## src/hdl/lod_pkg.sv

```systemverilog
// ----------------------------------------------------------------------------
// lod_pkg
// Shared types and fixed widths for the label overlap meter.
// ----------------------------------------------------------------------------
package lod_pkg;

    // Fixed port widths
    localparam int PIXEL_BITS     = 16;
    localparam int OUT_COUNT_BITS = 32;
    localparam int OUT_RATIO_BITS = 17;

    localparam logic [PIXEL_BITS-1:0] TARGET_RESET = 16'd1;

    // Depth of the region queue between the counter and the divider
    localparam int QUEUE_DEPTH = 2;

    typedef struct packed {
        logic full;
        logic empty;
    } lod_queue_status_t;

    typedef enum logic [2:0] {
        ST_IDLE = 3'b001,
        ST_DIV  = 3'b010,
        ST_SEND = 3'b100
    } lod_back_state_t;

endpackage

```

## src/hdl/lod_front.sv

```systemverilog
// ----------------------------------------------------------------------------
// lod_front
// Per-pixel match counters; hands the totals of each region to the queue.
// ----------------------------------------------------------------------------
module lod_front
    import lod_pkg::*;
#(
    parameter int COUNT_BITS = 32,
    parameter int LABEL_BITS = 16
)
(
    input  logic                    clk,
    input  logic                    rst_n,
    input  logic                    in_valid,
    output logic                    in_stall,
    input  logic [PIXEL_BITS-1:0]   pixel_first,
    input  logic [PIXEL_BITS-1:0]   pixel_second,
    input  logic                    last_pixel,
    input  logic [PIXEL_BITS-1:0]   target_label,
    input  lod_queue_status_t       q_status,
    output logic                    push,
    output logic [3*COUNT_BITS-1:0] push_data
);

    localparam int CMP_BITS = (LABEL_BITS < PIXEL_BITS) ? LABEL_BITS : PIXEL_BITS;
    localparam logic [COUNT_BITS-1:0] CNT_MAX = {COUNT_BITS{1'b1}};

    logic [COUNT_BITS-1:0] first_reg, first_next, first_new;
    logic [COUNT_BITS-1:0] second_reg, second_next, second_new;
    logic [COUNT_BITS-1:0] joint_reg, joint_next, joint_new;
    logic                  m_first, m_second, accept;

    assign m_first  = (pixel_first[CMP_BITS-1:0] == target_label[CMP_BITS-1:0]);
    assign m_second = (pixel_second[CMP_BITS-1:0] == target_label[CMP_BITS-1:0]);

    assign in_stall = q_status.full;
    assign accept   = in_valid & ~q_status.full;
    assign push     = accept & last_pixel;

    // Saturating increments, this pair included
    always_comb
    begin
        first_new  = first_reg;
        second_new = second_reg;
        joint_new  = joint_reg;
        if (m_first && first_reg != CNT_MAX)
            first_new = first_reg + 1'b1;
        if (m_second && second_reg != CNT_MAX)
            second_new = second_reg + 1'b1;
        if (m_first && m_second && joint_reg != CNT_MAX)
            joint_new = joint_reg + 1'b1;
    end

    assign push_data = {first_new, second_new, joint_new};

    always_comb
    begin
        first_next  = first_reg;
        second_next = second_reg;
        joint_next  = joint_reg;
        if (accept)
        begin
            // drop the totals once the region is handed over
            first_next  = last_pixel ? '0 : first_new;
            second_next = last_pixel ? '0 : second_new;
            joint_next  = last_pixel ? '0 : joint_new;
        end
    end

    always_ff @(posedge clk or negedge rst_n)
    begin
        if (!rst_n)
        begin
            first_reg  <= '0;
            second_reg <= '0;
            joint_reg  <= '0;
        end
        else
        begin
            first_reg  <= first_next;
            second_reg <= second_next;
            joint_reg  <= joint_next;
        end
    end

    a_joint_bounded: assert property (@(posedge clk) disable iff (!rst_n)
        (joint_reg <= first_reg) && (joint_reg <= second_reg))
        else $error("joint count exceeds a single-image count");

endmodule

```

## src/hdl/lod_queue.sv

```systemverilog
// ----------------------------------------------------------------------------
// lod_queue
// Short FIFO of finished region totals between counter and divider.
// ----------------------------------------------------------------------------
module lod_queue
    import lod_pkg::*;
#(
    parameter int WIDTH = 96
)
(
    input  logic              clk,
    input  logic              rst_n,
    input  logic              push,
    input  logic [WIDTH-1:0]  push_data,
    input  logic              pop,
    output logic [WIDTH-1:0]  pop_data,
    output lod_queue_status_t q_status
);

    localparam int PTR_BITS = (QUEUE_DEPTH > 1) ? $clog2(QUEUE_DEPTH) : 1;
    localparam int CNT_BITS = $clog2(QUEUE_DEPTH + 1);
    localparam logic [CNT_BITS-1:0] DEPTH_C = CNT_BITS'(QUEUE_DEPTH);
    localparam logic [PTR_BITS-1:0] LAST_PTR = PTR_BITS'(QUEUE_DEPTH - 1);

    logic [WIDTH-1:0]    slot_reg [QUEUE_DEPTH];
    logic [PTR_BITS-1:0] wr_ptr_reg, wr_ptr_next;
    logic [PTR_BITS-1:0] rd_ptr_reg, rd_ptr_next;
    logic [CNT_BITS-1:0] count_reg, count_next;

    assign q_status.full  = (count_reg == DEPTH_C);
    assign q_status.empty = (count_reg == '0);
    assign pop_data       = slot_reg[rd_ptr_reg];

    always_comb
    begin
        wr_ptr_next = wr_ptr_reg;
        rd_ptr_next = rd_ptr_reg;
        count_next  = count_reg;
        if (push)
            wr_ptr_next = (wr_ptr_reg == LAST_PTR) ? '0 : wr_ptr_reg + 1'b1;
        if (pop)
            rd_ptr_next = (rd_ptr_reg == LAST_PTR) ? '0 : rd_ptr_reg + 1'b1;
        if (push && !pop)
            count_next = count_reg + 1'b1;
        else if (pop && !push)
            count_next = count_reg - 1'b1;
    end

    always_ff @(posedge clk or negedge rst_n)
    begin
        if (!rst_n)
        begin
            wr_ptr_reg <= '0;
            rd_ptr_reg <= '0;
            count_reg  <= '0;
        end
        else
        begin
            wr_ptr_reg <= wr_ptr_next;
            rd_ptr_reg <= rd_ptr_next;
            count_reg  <= count_next;
        end
    end

    always_ff @(posedge clk)
    begin
        if (push)
            slot_reg[wr_ptr_reg] <= push_data;
    end

    a_no_overflow: assert property (@(posedge clk) disable iff (!rst_n)
        push |-> !q_status.full)
        else $error("push into full region queue");

    a_no_underflow: assert property (@(posedge clk) disable iff (!rst_n)
        pop |-> !q_status.empty)
        else $error("pop from empty region queue");

endmodule

```

## src/hdl/lod_back.sv

```systemverilog
// ----------------------------------------------------------------------------
// lod_back
// Restoring divider for Dice and Jaccard ratios plus the result register.
// ----------------------------------------------------------------------------
module lod_back
    import lod_pkg::*;
#(
    parameter int COUNT_BITS    = 32,
    parameter int FRACTION_BITS = 16
)
(
    input  logic                      clk,
    input  logic                      rst_n,
    input  lod_queue_status_t         q_status,
    input  logic [3*COUNT_BITS-1:0]   pop_data,
    output logic                      pop,
    output logic                      out_valid,
    input  logic                      out_stall,
    output logic [OUT_COUNT_BITS-1:0] count_first,
    output logic [OUT_COUNT_BITS-1:0] count_second,
    output logic [OUT_COUNT_BITS-1:0] count_both,
    output logic [OUT_RATIO_BITS-1:0] dice_ratio,
    output logic [OUT_RATIO_BITS-1:0] jaccard_ratio,
    output logic                      empty_flag
);

    localparam int C    = COUNT_BITS;
    localparam int F    = FRACTION_BITS;
    localparam int RW   = C + 2;
    localparam int STEP_BITS = $clog2(F);
    localparam int CW   = (C > OUT_COUNT_BITS) ? C : OUT_COUNT_BITS;
    localparam int WIDE = (F + 1 > OUT_RATIO_BITS) ? F + 1 : OUT_RATIO_BITS;
    localparam logic [STEP_BITS-1:0] STEP_INIT = STEP_BITS'(F - 1);
    localparam logic [WIDE-1:0] ONE_W = WIDE'(1) << F;

    lod_back_state_t state_reg, state_next;

    logic [C-1:0]         first_in, second_in, both_in;
    logic [C:0]           sum_in, diff_in, num_d_in;
    logic [C-1:0]         first_reg, second_reg, both_reg;
    logic [C:0]           den_d_reg, den_j_reg;
    logic [RW-1:0]        rem_d_reg, rem_j_reg;
    logic [RW-1:0]        trial_d, trial_j;
    logic                 ge_d, ge_j;
    logic [F-1:0]         q_d_reg, q_j_reg;
    logic [STEP_BITS-1:0] step_reg;
    logic                 empty_reg, full_d_reg, full_j_reg;
    logic                 load_out, out_valid_reg, out_valid_next;
    logic [WIDE-1:0]      dice_w, jac_w;
    logic [CW-1:0]        first_w, second_w, both_w;

    assign {first_in, second_in, both_in} = pop_data;
    assign sum_in   = {1'b0, first_in} + {1'b0, second_in};
    assign diff_in  = sum_in - {1'b0, both_in};
    assign num_d_in = {both_in, 1'b0};

    assign pop      = (state_reg == ST_IDLE) && !q_status.empty;
    assign load_out = (state_reg == ST_SEND) && (!out_valid_reg || !out_stall);

    // One quotient bit per cycle for each ratio
    assign trial_d = {rem_d_reg[RW-2:0], 1'b0};
    assign trial_j = {rem_j_reg[RW-2:0], 1'b0};
    assign ge_d    = trial_d >= {1'b0, den_d_reg};
    assign ge_j    = trial_j >= {1'b0, den_j_reg};

    always_comb
    begin
        state_next = state_reg;
        unique case (state_reg)
            ST_IDLE:
                if (pop)
                    state_next = ST_DIV;
            ST_DIV:
                if (step_reg == '0)
                    state_next = ST_SEND;
            ST_SEND:
                if (load_out)
                    state_next = ST_IDLE;
            default:
                state_next = ST_IDLE;
        endcase
    end

    always_comb
    begin
        out_valid_next = out_valid_reg;
        if (load_out)
            out_valid_next = 1'b1;
        else if (!out_stall)
            out_valid_next = 1'b0;
    end

    always_ff @(posedge clk or negedge rst_n)
    begin
        if (!rst_n)
        begin
            state_reg     <= ST_IDLE;
            out_valid_reg <= 1'b0;
        end
        else
        begin
            state_reg     <= state_next;
            out_valid_reg <= out_valid_next;
        end
    end

    always_ff @(posedge clk)
    begin
        if (pop)
        begin
            first_reg  <= first_in;
            second_reg <= second_in;
            both_reg   <= both_in;
            den_d_reg  <= sum_in;
            den_j_reg  <= diff_in;
            rem_d_reg  <= {1'b0, num_d_in};
            rem_j_reg  <= {2'b00, both_in};
            empty_reg  <= (first_in == '0) && (second_in == '0);
            full_d_reg <= num_d_in >= sum_in;
            full_j_reg <= {1'b0, both_in} >= diff_in;
            step_reg   <= STEP_INIT;
        end
        else if (state_reg == ST_DIV)
        begin
            rem_d_reg <= ge_d ? trial_d - {1'b0, den_d_reg} : trial_d;
            rem_j_reg <= ge_j ? trial_j - {1'b0, den_j_reg} : trial_j;
            q_d_reg   <= {q_d_reg[F-2:0], ge_d};
            q_j_reg   <= {q_j_reg[F-2:0], ge_j};
            step_reg  <= step_reg - 1'b1;
        end
    end

    always_comb
    begin
        if (empty_reg)
            dice_w = '0;
        else if (full_d_reg)
            dice_w = ONE_W;
        else
            dice_w = WIDE'(q_d_reg);
        if (empty_reg)
            jac_w = '0;
        else if (full_j_reg)
            jac_w = ONE_W;
        else
            jac_w = WIDE'(q_j_reg);
    end

    assign first_w  = CW'(first_reg);
    assign second_w = CW'(second_reg);
    assign both_w   = CW'(both_reg);

    always_ff @(posedge clk)
    begin
        if (load_out)
        begin
            count_first   <= first_w[OUT_COUNT_BITS-1:0];
            count_second  <= second_w[OUT_COUNT_BITS-1:0];
            count_both    <= both_w[OUT_COUNT_BITS-1:0];
            dice_ratio    <= dice_w[OUT_RATIO_BITS-1:0];
            jaccard_ratio <= jac_w[OUT_RATIO_BITS-1:0];
            empty_flag    <= empty_reg;
        end
    end

    assign out_valid = out_valid_reg;

    a_empty_zero: assert property (@(posedge clk) disable iff (!rst_n)
        (out_valid && empty_flag) |-> (dice_ratio == '0 && jaccard_ratio == '0))
        else $error("empty region with nonzero ratio");

    a_pop_starts_div: assert property (@(posedge clk) disable iff (!rst_n)
        pop |=> (state_reg == ST_DIV))
        else $error("divider did not start after pop");

    a_both_bounded: assert property (@(posedge clk) disable iff (!rst_n)
        (out_valid && C <= OUT_COUNT_BITS) |->
            (count_both <= count_first && count_both <= count_second))
        else $error("joint count above single-image count in result");

endmodule

```

## src/hdl/label_overlap_dice_jaccard.sv

```systemverilog
// ----------------------------------------------------------------------------
// label_overlap_dice_jaccard
// Dice and Jaccard overlap meter for one target label over two label images.
// ----------------------------------------------------------------------------
// Pixel pairs enter one word per cycle on the in channel unless in_stall is
// high. Each pixel matching target_label bumps a saturating counter (first,
// second, both). The pair flagged last_pixel closes a region: its totals go
// into a two-entry queue and the counters clear, so the next region streams
// in right behind it unless the queue is full. A restoring divider behind the
// queue computes both ratios side by side, one quotient bit per cycle; each
// region passes through the back end as one pop, FRACTION_BITS divide steps
// and one load into the result register. Pixel throughput is one pair per
// cycle while the queue has room; the input only stalls once two finished
// regions are waiting. Results are Q1.FRACTION_BITS fractions truncated
// toward zero; an exact 1.0 is 2^FRACTION_BITS, and an empty region reports
// zero ratios with empty_flag. Write target_label only while the block is idle.
// ----------------------------------------------------------------------------
module label_overlap_dice_jaccard
    import lod_pkg::*;
#(
    parameter int COUNT_BITS    = 32,
    parameter int LABEL_BITS    = 16,
    parameter int FRACTION_BITS = 16
)
(
    input  logic                      clk,
    input  logic                      rst_n,
    input  logic                      cfg_write,
    input  logic [PIXEL_BITS-1:0]     cfg_data,
    input  logic                      in_valid,
    output logic                      in_stall,
    input  logic [PIXEL_BITS-1:0]     pixel_first,
    input  logic [PIXEL_BITS-1:0]     pixel_second,
    input  logic                      last_pixel,
    output logic                      out_valid,
    input  logic                      out_stall,
    output logic [OUT_COUNT_BITS-1:0] count_first,
    output logic [OUT_COUNT_BITS-1:0] count_second,
    output logic [OUT_COUNT_BITS-1:0] count_both,
    output logic [OUT_RATIO_BITS-1:0] dice_ratio,
    output logic [OUT_RATIO_BITS-1:0] jaccard_ratio,
    output logic                      empty_flag
);

    localparam int QW = 3 * COUNT_BITS;

    logic [PIXEL_BITS-1:0] target_reg;
    lod_queue_status_t     q_status;
    logic                  push, pop;
    logic [QW-1:0]         push_data, pop_data;

    // Hold the target label; reset selects label 1
    always_ff @(posedge clk or negedge rst_n)
    begin
        if (!rst_n)
            target_reg <= TARGET_RESET;
        else if (cfg_write)
            target_reg <= cfg_data;
    end

    // Front end: classify each pair and advance the counters
    lod_front #(
        .COUNT_BITS (COUNT_BITS),
        .LABEL_BITS (LABEL_BITS)
    ) u_front (
        .clk          (clk),
        .rst_n        (rst_n),
        .in_valid     (in_valid),
        .in_stall     (in_stall),
        .pixel_first  (pixel_first),
        .pixel_second (pixel_second),
        .last_pixel   (last_pixel),
        .target_label (target_reg),
        .q_status     (q_status),
        .push         (push),
        .push_data    (push_data)
    );

    // Decouple counting from division
    lod_queue #(
        .WIDTH (QW)
    ) u_queue (
        .clk       (clk),
        .rst_n     (rst_n),
        .push      (push),
        .push_data (push_data),
        .pop       (pop),
        .pop_data  (pop_data),
        .q_status  (q_status)
    );

    // Back end: divide and present the result word
    lod_back #(
        .COUNT_BITS    (COUNT_BITS),
        .FRACTION_BITS (FRACTION_BITS)
    ) u_back (
        .clk           (clk),
        .rst_n         (rst_n),
        .q_status      (q_status),
        .pop_data      (pop_data),
        .pop           (pop),
        .out_valid     (out_valid),
        .out_stall     (out_stall),
        .count_first   (count_first),
        .count_second  (count_second),
        .count_both    (count_both),
        .dice_ratio    (dice_ratio),
        .jaccard_ratio (jaccard_ratio),
        .empty_flag    (empty_flag)
    );

endmodule

```

## config.mk

```make
export PLATFORM = sky130hd
export DESIGN_NAME = label_overlap_dice_jaccard
export DESIGN_NICKNAME = d
export VERILOG_FILES = /design/src/hdl/lod_pkg.sv /design/src/hdl/lod_front.sv /design/src/hdl/lod_queue.sv /design/src/hdl/lod_back.sv /design/src/hdl/label_overlap_dice_jaccard.sv
export SDC_FILE = /design/constraint.sdc
export NUM_CORES = 1
export LEC_CHECK = 0
export ABC_CLOCK_PERIOD_IN_PS = 10700
export BUFFER_PORTS_ARGS = -buffer_cell sky130_fd_sc_hd__clkbuf_2
export CORE_MARGIN = 2
export CORE_UTILIZATION = 40
export DETAILED_ROUTE_END_ITERATION = 10
export GPL_TIMING_DRIVEN = 0
export MAX_ROUTING_LAYER = met4
export SETUP_SLACK_MARGIN = 0.3
export SLEW_MARGIN = 20
export SYNTH_ARGS = -nofsm -noshare
export SYNTH_HDL_FRONTEND = slang
export SYNTH_SLANG_ARGS = --single-unit
```

## constraint.sdc

```tcl
create_clock -name clk -period 10.7 [get_ports clk]
set_clock_uncertainty 0.15 [all_clocks]
set_input_delay 0.535 -clock clk [delete_from_list [all_inputs] [get_ports clk]]
set_output_delay 0.535 -clock clk [all_outputs]
set_load 0.02 [all_outputs]
```

After elaboration in Yosys (flattened, before gate mapping)
Memory sizes are Yosys's and may differ from the RTL's. Cells that the tools add are included.

Bits in writable memories: 192. Input bits: 54. Memories kept: 1. Register bits after elaboration: 518.

Memories: u_queue.slot_reg (words 2, width 96, rd ports 1, clocked after Yosys merged registers in 0, write ports 1, RTL line lod_queue.sv:25) `logic [WIDTH-1:0] slot_reg [QUEUE_DEPTH];`.

Equality and inequality tests: 13. Reductions and logical operators: 25. Magnitude comparators: 4. Bitwise gates (word level): 4. Multiplexer cells: 26. $add $sub $neg: 12.

Operators with widths (count): 32-bit 2-to-1 mux (8); 33-bit 2-to-1 mux (4); 32-bit by 1-bit adder with 32-bit output, second input constant (3); 32-bit inequality test, second input constant (3); 34-bit by 33-bit >= comparator with 1-bit output (2); 33-bit subtractor (2); 32-bit logical NOT (2); 17-bit 2-to-1 mux (2); 32-bit by 32-bit adder with 33-bit output (1); 32-bit by 33-bit >= comparator with 1-bit output (1); 33-bit >= comparator (1); 33-bit by 32-bit subtractor with 33-bit output (1); 16-bit equality test (2); 1-bit logical AND (9); 3-bit 2-to-1 mux (3); 3-bit one-hot mux with 3 select lines (1); 1-bit 2-to-1 mux (6); 2-bit by 1-bit inequality test with 1-bit output, second input constant (3); 1-bit logical NOT (5); 4-bit logical NOT (1); 2-bit 2-to-1 mux (2); 2-bit nonzero test (2); 2-bit OR reduction (2); 4-bit by 1-bit subtractor with 4-bit output, second input constant (1); 14 further kinds (17).

Logic depth before layout (Yosys ltp)
Word-level depth: 8. Mapped depth: 36. Gate-level depth less buffers: 33.

By module
A second synthesis with hierarchy kept.

Cells, all modules: 3204. Area, all modules: 37723.7 µm².

Modules (own cells, without submodules): lod_back (cells an instance 1915, area an instance 22163.8 µm², times used 1); lod_front (cells an instance 940, area an instance 7677.4 µm², times used 1); lod_queue (cells an instance 315, area an instance 7231.9 µm², times used 1); label_overlap_dice_jaccard (cells an instance 34, area an instance 650.6 µm², times used 1).

Worst setup path after synthesis
OpenSTA, ideal clock, no wires.

Path type: reg-to-reg. From: register u_queue.rd_ptr_reg. To: register u_back.full_j_reg, data pin. Data arrival time: 7.425 ns. Library setup time: 0.262 ns. Required time: 10.288 ns. Setup slack: 2.863 ns. Stages on the path, launching flop included: 36. Path buffers: 4. Cell sequence: dfrtp_1 -> clkbuf_1 -> buf_1 -> buf_1 -> buf_1 -> mux2_2 -> ha_1 -> and3_1 -> a221oi_2 -> o221a_4 -> o21ai_0 -> a21o_1 -> a21o_1 -> a211oi_1 -> o21bai_1 -> a21oi_1 -> xnor2_1 -> ha_1 -> a21o_1 -> a21oi_1 -> o21a_1 -> and2_1 -> o21ai_0 -> a311oi_1 -> nor2_1 -> nor2_1 -> o21bai_1 -> xnor2_1 -> ha_1 -> a21o_1 -> a21o_1 -> a21oi_1 -> o211ai_1 -> or3_1 -> o2111ai_1 -> a21oi_1.

Cells in the longest elaborated chain, start to end: 4.

RTL lines: from (decl) (RTL line lod_queue.sv:27) `logic [PTR_BITS-1:0] rd_ptr_reg, rd_ptr_next;`; from (signal assigned) (RTL line lod_queue.sv:60) `rd_ptr_reg <= rd_ptr_next;`; memory 2 x 96 bit; net pop_data[36] (RTL line label_overlap_dice_jaccard.sv:50) `logic [QW-1:0] push_data, pop_data;`; 32-bit by 32-bit adder with 33-bit output (RTL line lod_back.sv:53) `assign sum_in = {1'b0, first_in} + {1'b0, second_in};`; 33-bit by 32-bit subtractor with 33-bit output (RTL line lod_back.sv:54) `assign diff_in = sum_in - {1'b0, both_in};`; 32-bit by 33-bit >= comparator with 1-bit output (RTL line lod_back.sv:120) `full_j_reg <= {1'b0, both_in} >= diff_in;`; to (signal assigned) (RTL line lod_back.sv:120); to (decl) (RTL line lod_back.sv:47) `logic empty_reg, full_d_reg, full_j_reg;`.

The timed path passes the listed nets, and every way through them passes these cells. A chain may end at the register's enable or synchronous reset.

Worst setup path after layout
From: register u_queue.rd_ptr_reg. To: register u_back.full_j_reg, data pin.

Cells in the longest elaborated chain, start to end: 4.

RTL lines: memory 2 x 96 bit; net pop_data[34] (RTL line label_overlap_dice_jaccard.sv:50); 32-bit by 32-bit adder with 33-bit output (RTL line lod_back.sv:53); net u_back.sum_in[10] (RTL line lod_back.sv:39) `logic [C:0] sum_in, diff_in, num_d_in;`; 33-bit by 32-bit subtractor with 33-bit output (RTL line lod_back.sv:54); 32-bit by 33-bit >= comparator with 1-bit output (RTL line lod_back.sv:120).

The timed path passes the listed nets, and every way through them passes these cells.

==> results.py <==
metrics = {
    "sta": {
        "max_freq_mhz": 101,
        "setup-violations-final": 0,
        "worstMarginPinSlew_ps": 1060,
        "min_period_ps": 9870,
        "finalCritPeriodShare": 0.923,
        "hold_viol_final": 0,
        "slew_headroom": 0.275,
        "slew_viol_final": 0,
        "rsz0062_at_grt": "false",
        "setup_tns_ps": 0,
    },
    "grt": {
        "antenna_found_initial": 1,
        "grt_max_degree": 64,
        "grt_pass1_wl_um": 149000,
        "grt_usage": 0.219,
        "grt_pass1_vias": 24120,
        "overflow": 0,
    },
    "die": {
        "ios": 187,
        "rows": 110,
        "core-area_um2": 90000,
        "dieArea_um2": 93100,
        "initial_core_util": 0.403,
        "die_x_um": 305,
        "die_h_um": 305,
    },
    "cells_and_area": {
        "drive_gt1_frac": 0.135,
        "largest_reg_flops": 192,
        "nets": 3576,
        "fill_cells": 8153,
        "diodes": 0,
        "area_growth_syn_to_layout_pct": 16.0,
        "final_cells": 4564,
    },
    "synthesis": {
        "synthTopCellsByArea": "edfxtp_1, dfrtp_1, ha_1",
        "syn_area_um2": 36300,
        "syn_avg_cell_area_um2": 12.0,
        "yosysMostFrequentCell": "edfxtp_1",
        "synth_flop_cell": "edfxtp_1",
        "yosysWarningCount": 0,
        "synth-edff-count": 584,
        "ys_ff_latch": 710,
        "yosysSeqAreaShare": 0.570,
        "synth_top_cell_area_share": 0.483,
        "yosysTopAreaCell": "edfxtp_1",
        "synthesis.instances": 3019,
        "synth.net_count": 3274,
        "synth_common_cells": "edfxtp_1, inv_1, ha_1, nand2_1, nor2_1",
        "yosysUniqueCellTypes": 88,
        "async_flop_share": 0.169,
    },
    "placed_design": {
        "io_buffer_count": 184,
        "dp_cells": 4398,
        "dp_hpwl_um": 75300,
        "gp_congestion": 0.915,
    },
    "setup_path": {
        "required_ps": 10940,
        "max_stage_delay_ps": 550,
        "critPathMaxFanout": 10,
        "endpoint_kind": "flip-flop",
        "crit_path_start_kind": "flip-flop",
        "path_class": "reg2reg",
        "crit_arrival_ps": 10110,
        "worst_path_max_delay_cell": "a41oi_1",
    },
    "job": {
        "drv_cap": 0,
    },
    "routing": {
        "via_per_inst": 5.42,
        "drt_iter0_drc": 1871,
        "postRouteWirelength_um": 100000,
        "ant_nets": 0,
        "first_pass_iters": 5,
        "drc_errors": 0,
        "avgRoutedWirePerCell_um": 22.0,
        "vias": 24716,
    },
    "hold_path": {
        "min-delay-path-class": "in2reg",
    },
    "clock_network": {
        "clk_latency_ps": 660,
        "cts.sinks": 710,
        "h-tree-depth": 3,
        "cts_buffers": 80,
        "clk_pin_slew_ps": 60,
        "cts_tree": "yes",
        "clockBufferDepth": 3,
        "clock_tree.root_cell": "clkbuf_16",
    },
    "outcome": {
        "status": "complete, no violations",
    },
}
-- cell families after synthesis --
logic type               share of synthesized area
adder cells (fa/ha/maj)                     0.0704
AO/OA/AOI/OAI                                0.111
AND/OR/NAND/NOR                              0.104
flip-flops                                   0.570
buffers and inverters                       0.0323
XOR/XNOR                                    0.0604
multiplexers                                0.0530
-- layout make-up --
type                       count  area (um^2)  share of cell area
timing repair buffer         220         1590              0.0377
tap                         1176         1470              0.0350
inverter                     205          769              0.0183
clock buffer                 100         2120              0.0503
sequential                   710        20700               0.491
clock inverter                49          588              0.0140
multi-input combinational   2000        14500               0.344
buffer                       104          423              0.0100
-- layout by cell type, fill, tap and decap left out, types with 31 or more instances in the layout --
cell type    n
xor2_1     117
and2_1      43
a21oi_1    141
nor2_1     159
a21o_1      88
xnor2_1    133
o21ai_0    142
o22ai_1     31
inv_1      203
and3_1      34
nand2_1    193
clkbuf_2   185
a31oi_1     31
ha_1       197
edfxtp_1   584
nor4_1      31
mux2_2      81
clkbuf_1   102
nand4_1     44
nor3_1      54
clkbuf_16   81
mux2i_1    101
nand3_1     67
dfrtp_1    118
-- critical path: cells and delay by family (launching register included) --
family	cells	cell delay, ps
DFF	1	320
adders and majority gates	3	980
buffers and inverters	5	1830
and+or+nand+nor	6	920
AOI/OAI and AO/OA	17	4240
muxes	1	470
xor gates and xnor gates	2	640
-- path summary, 6_finish.rpt --
kind                                       from                endpoint  slack [ps]  depth (start not counted)
max                          u_queue.rd_ptr_reg       u_back.full_j_reg         830                         34
min                                   out_stall        u_back.out_valid          40                          3
max reg2reg                  u_queue.rd_ptr_reg       u_back.full_j_reg         830                         34
min reg2reg                u_back.second_reg[8]  u_back.count_second[8]         260                          0
max in group asynchronous                 rst_n     u_back.state_reg[0]        9290                          3
min in group asynchronous                 rst_n   u_front.first_reg[18]         290                          2
-- timing repair --
item / CTS / global route
endpoints found under the hold margin: 72 / 0
hold buffers: 17 / 0
setup endpoints to repair: 1 / 1
resized for setup: 6 / 4
setup buffers: 0 / 0
-- metrics by stage --
step                      hold slack [ps]  utilization  instance area (um^2)  setup WS [ps]
after CTS                            3.92        0.468                 42100            464
final                                42.7        0.468                 42100            828
after detailed placement              255        0.436                 39200           -201
after floorplan                      89.4            -                 36300           2860
after global placement                250        0.430                 38700          -1390
after global routing                 37.3        0.468                 42100            278
-- per-layer routing --
metal  share of wire  track usage
met1            0.45        0.288
met2            0.48        0.357
met3           0.049       0.0295
met4           0.020       0.0579
met5               0            -
Power is left out: the tool's default activity adds up to more than one toggle a clock period on the data nets, which glitch-free logic cannot reach.
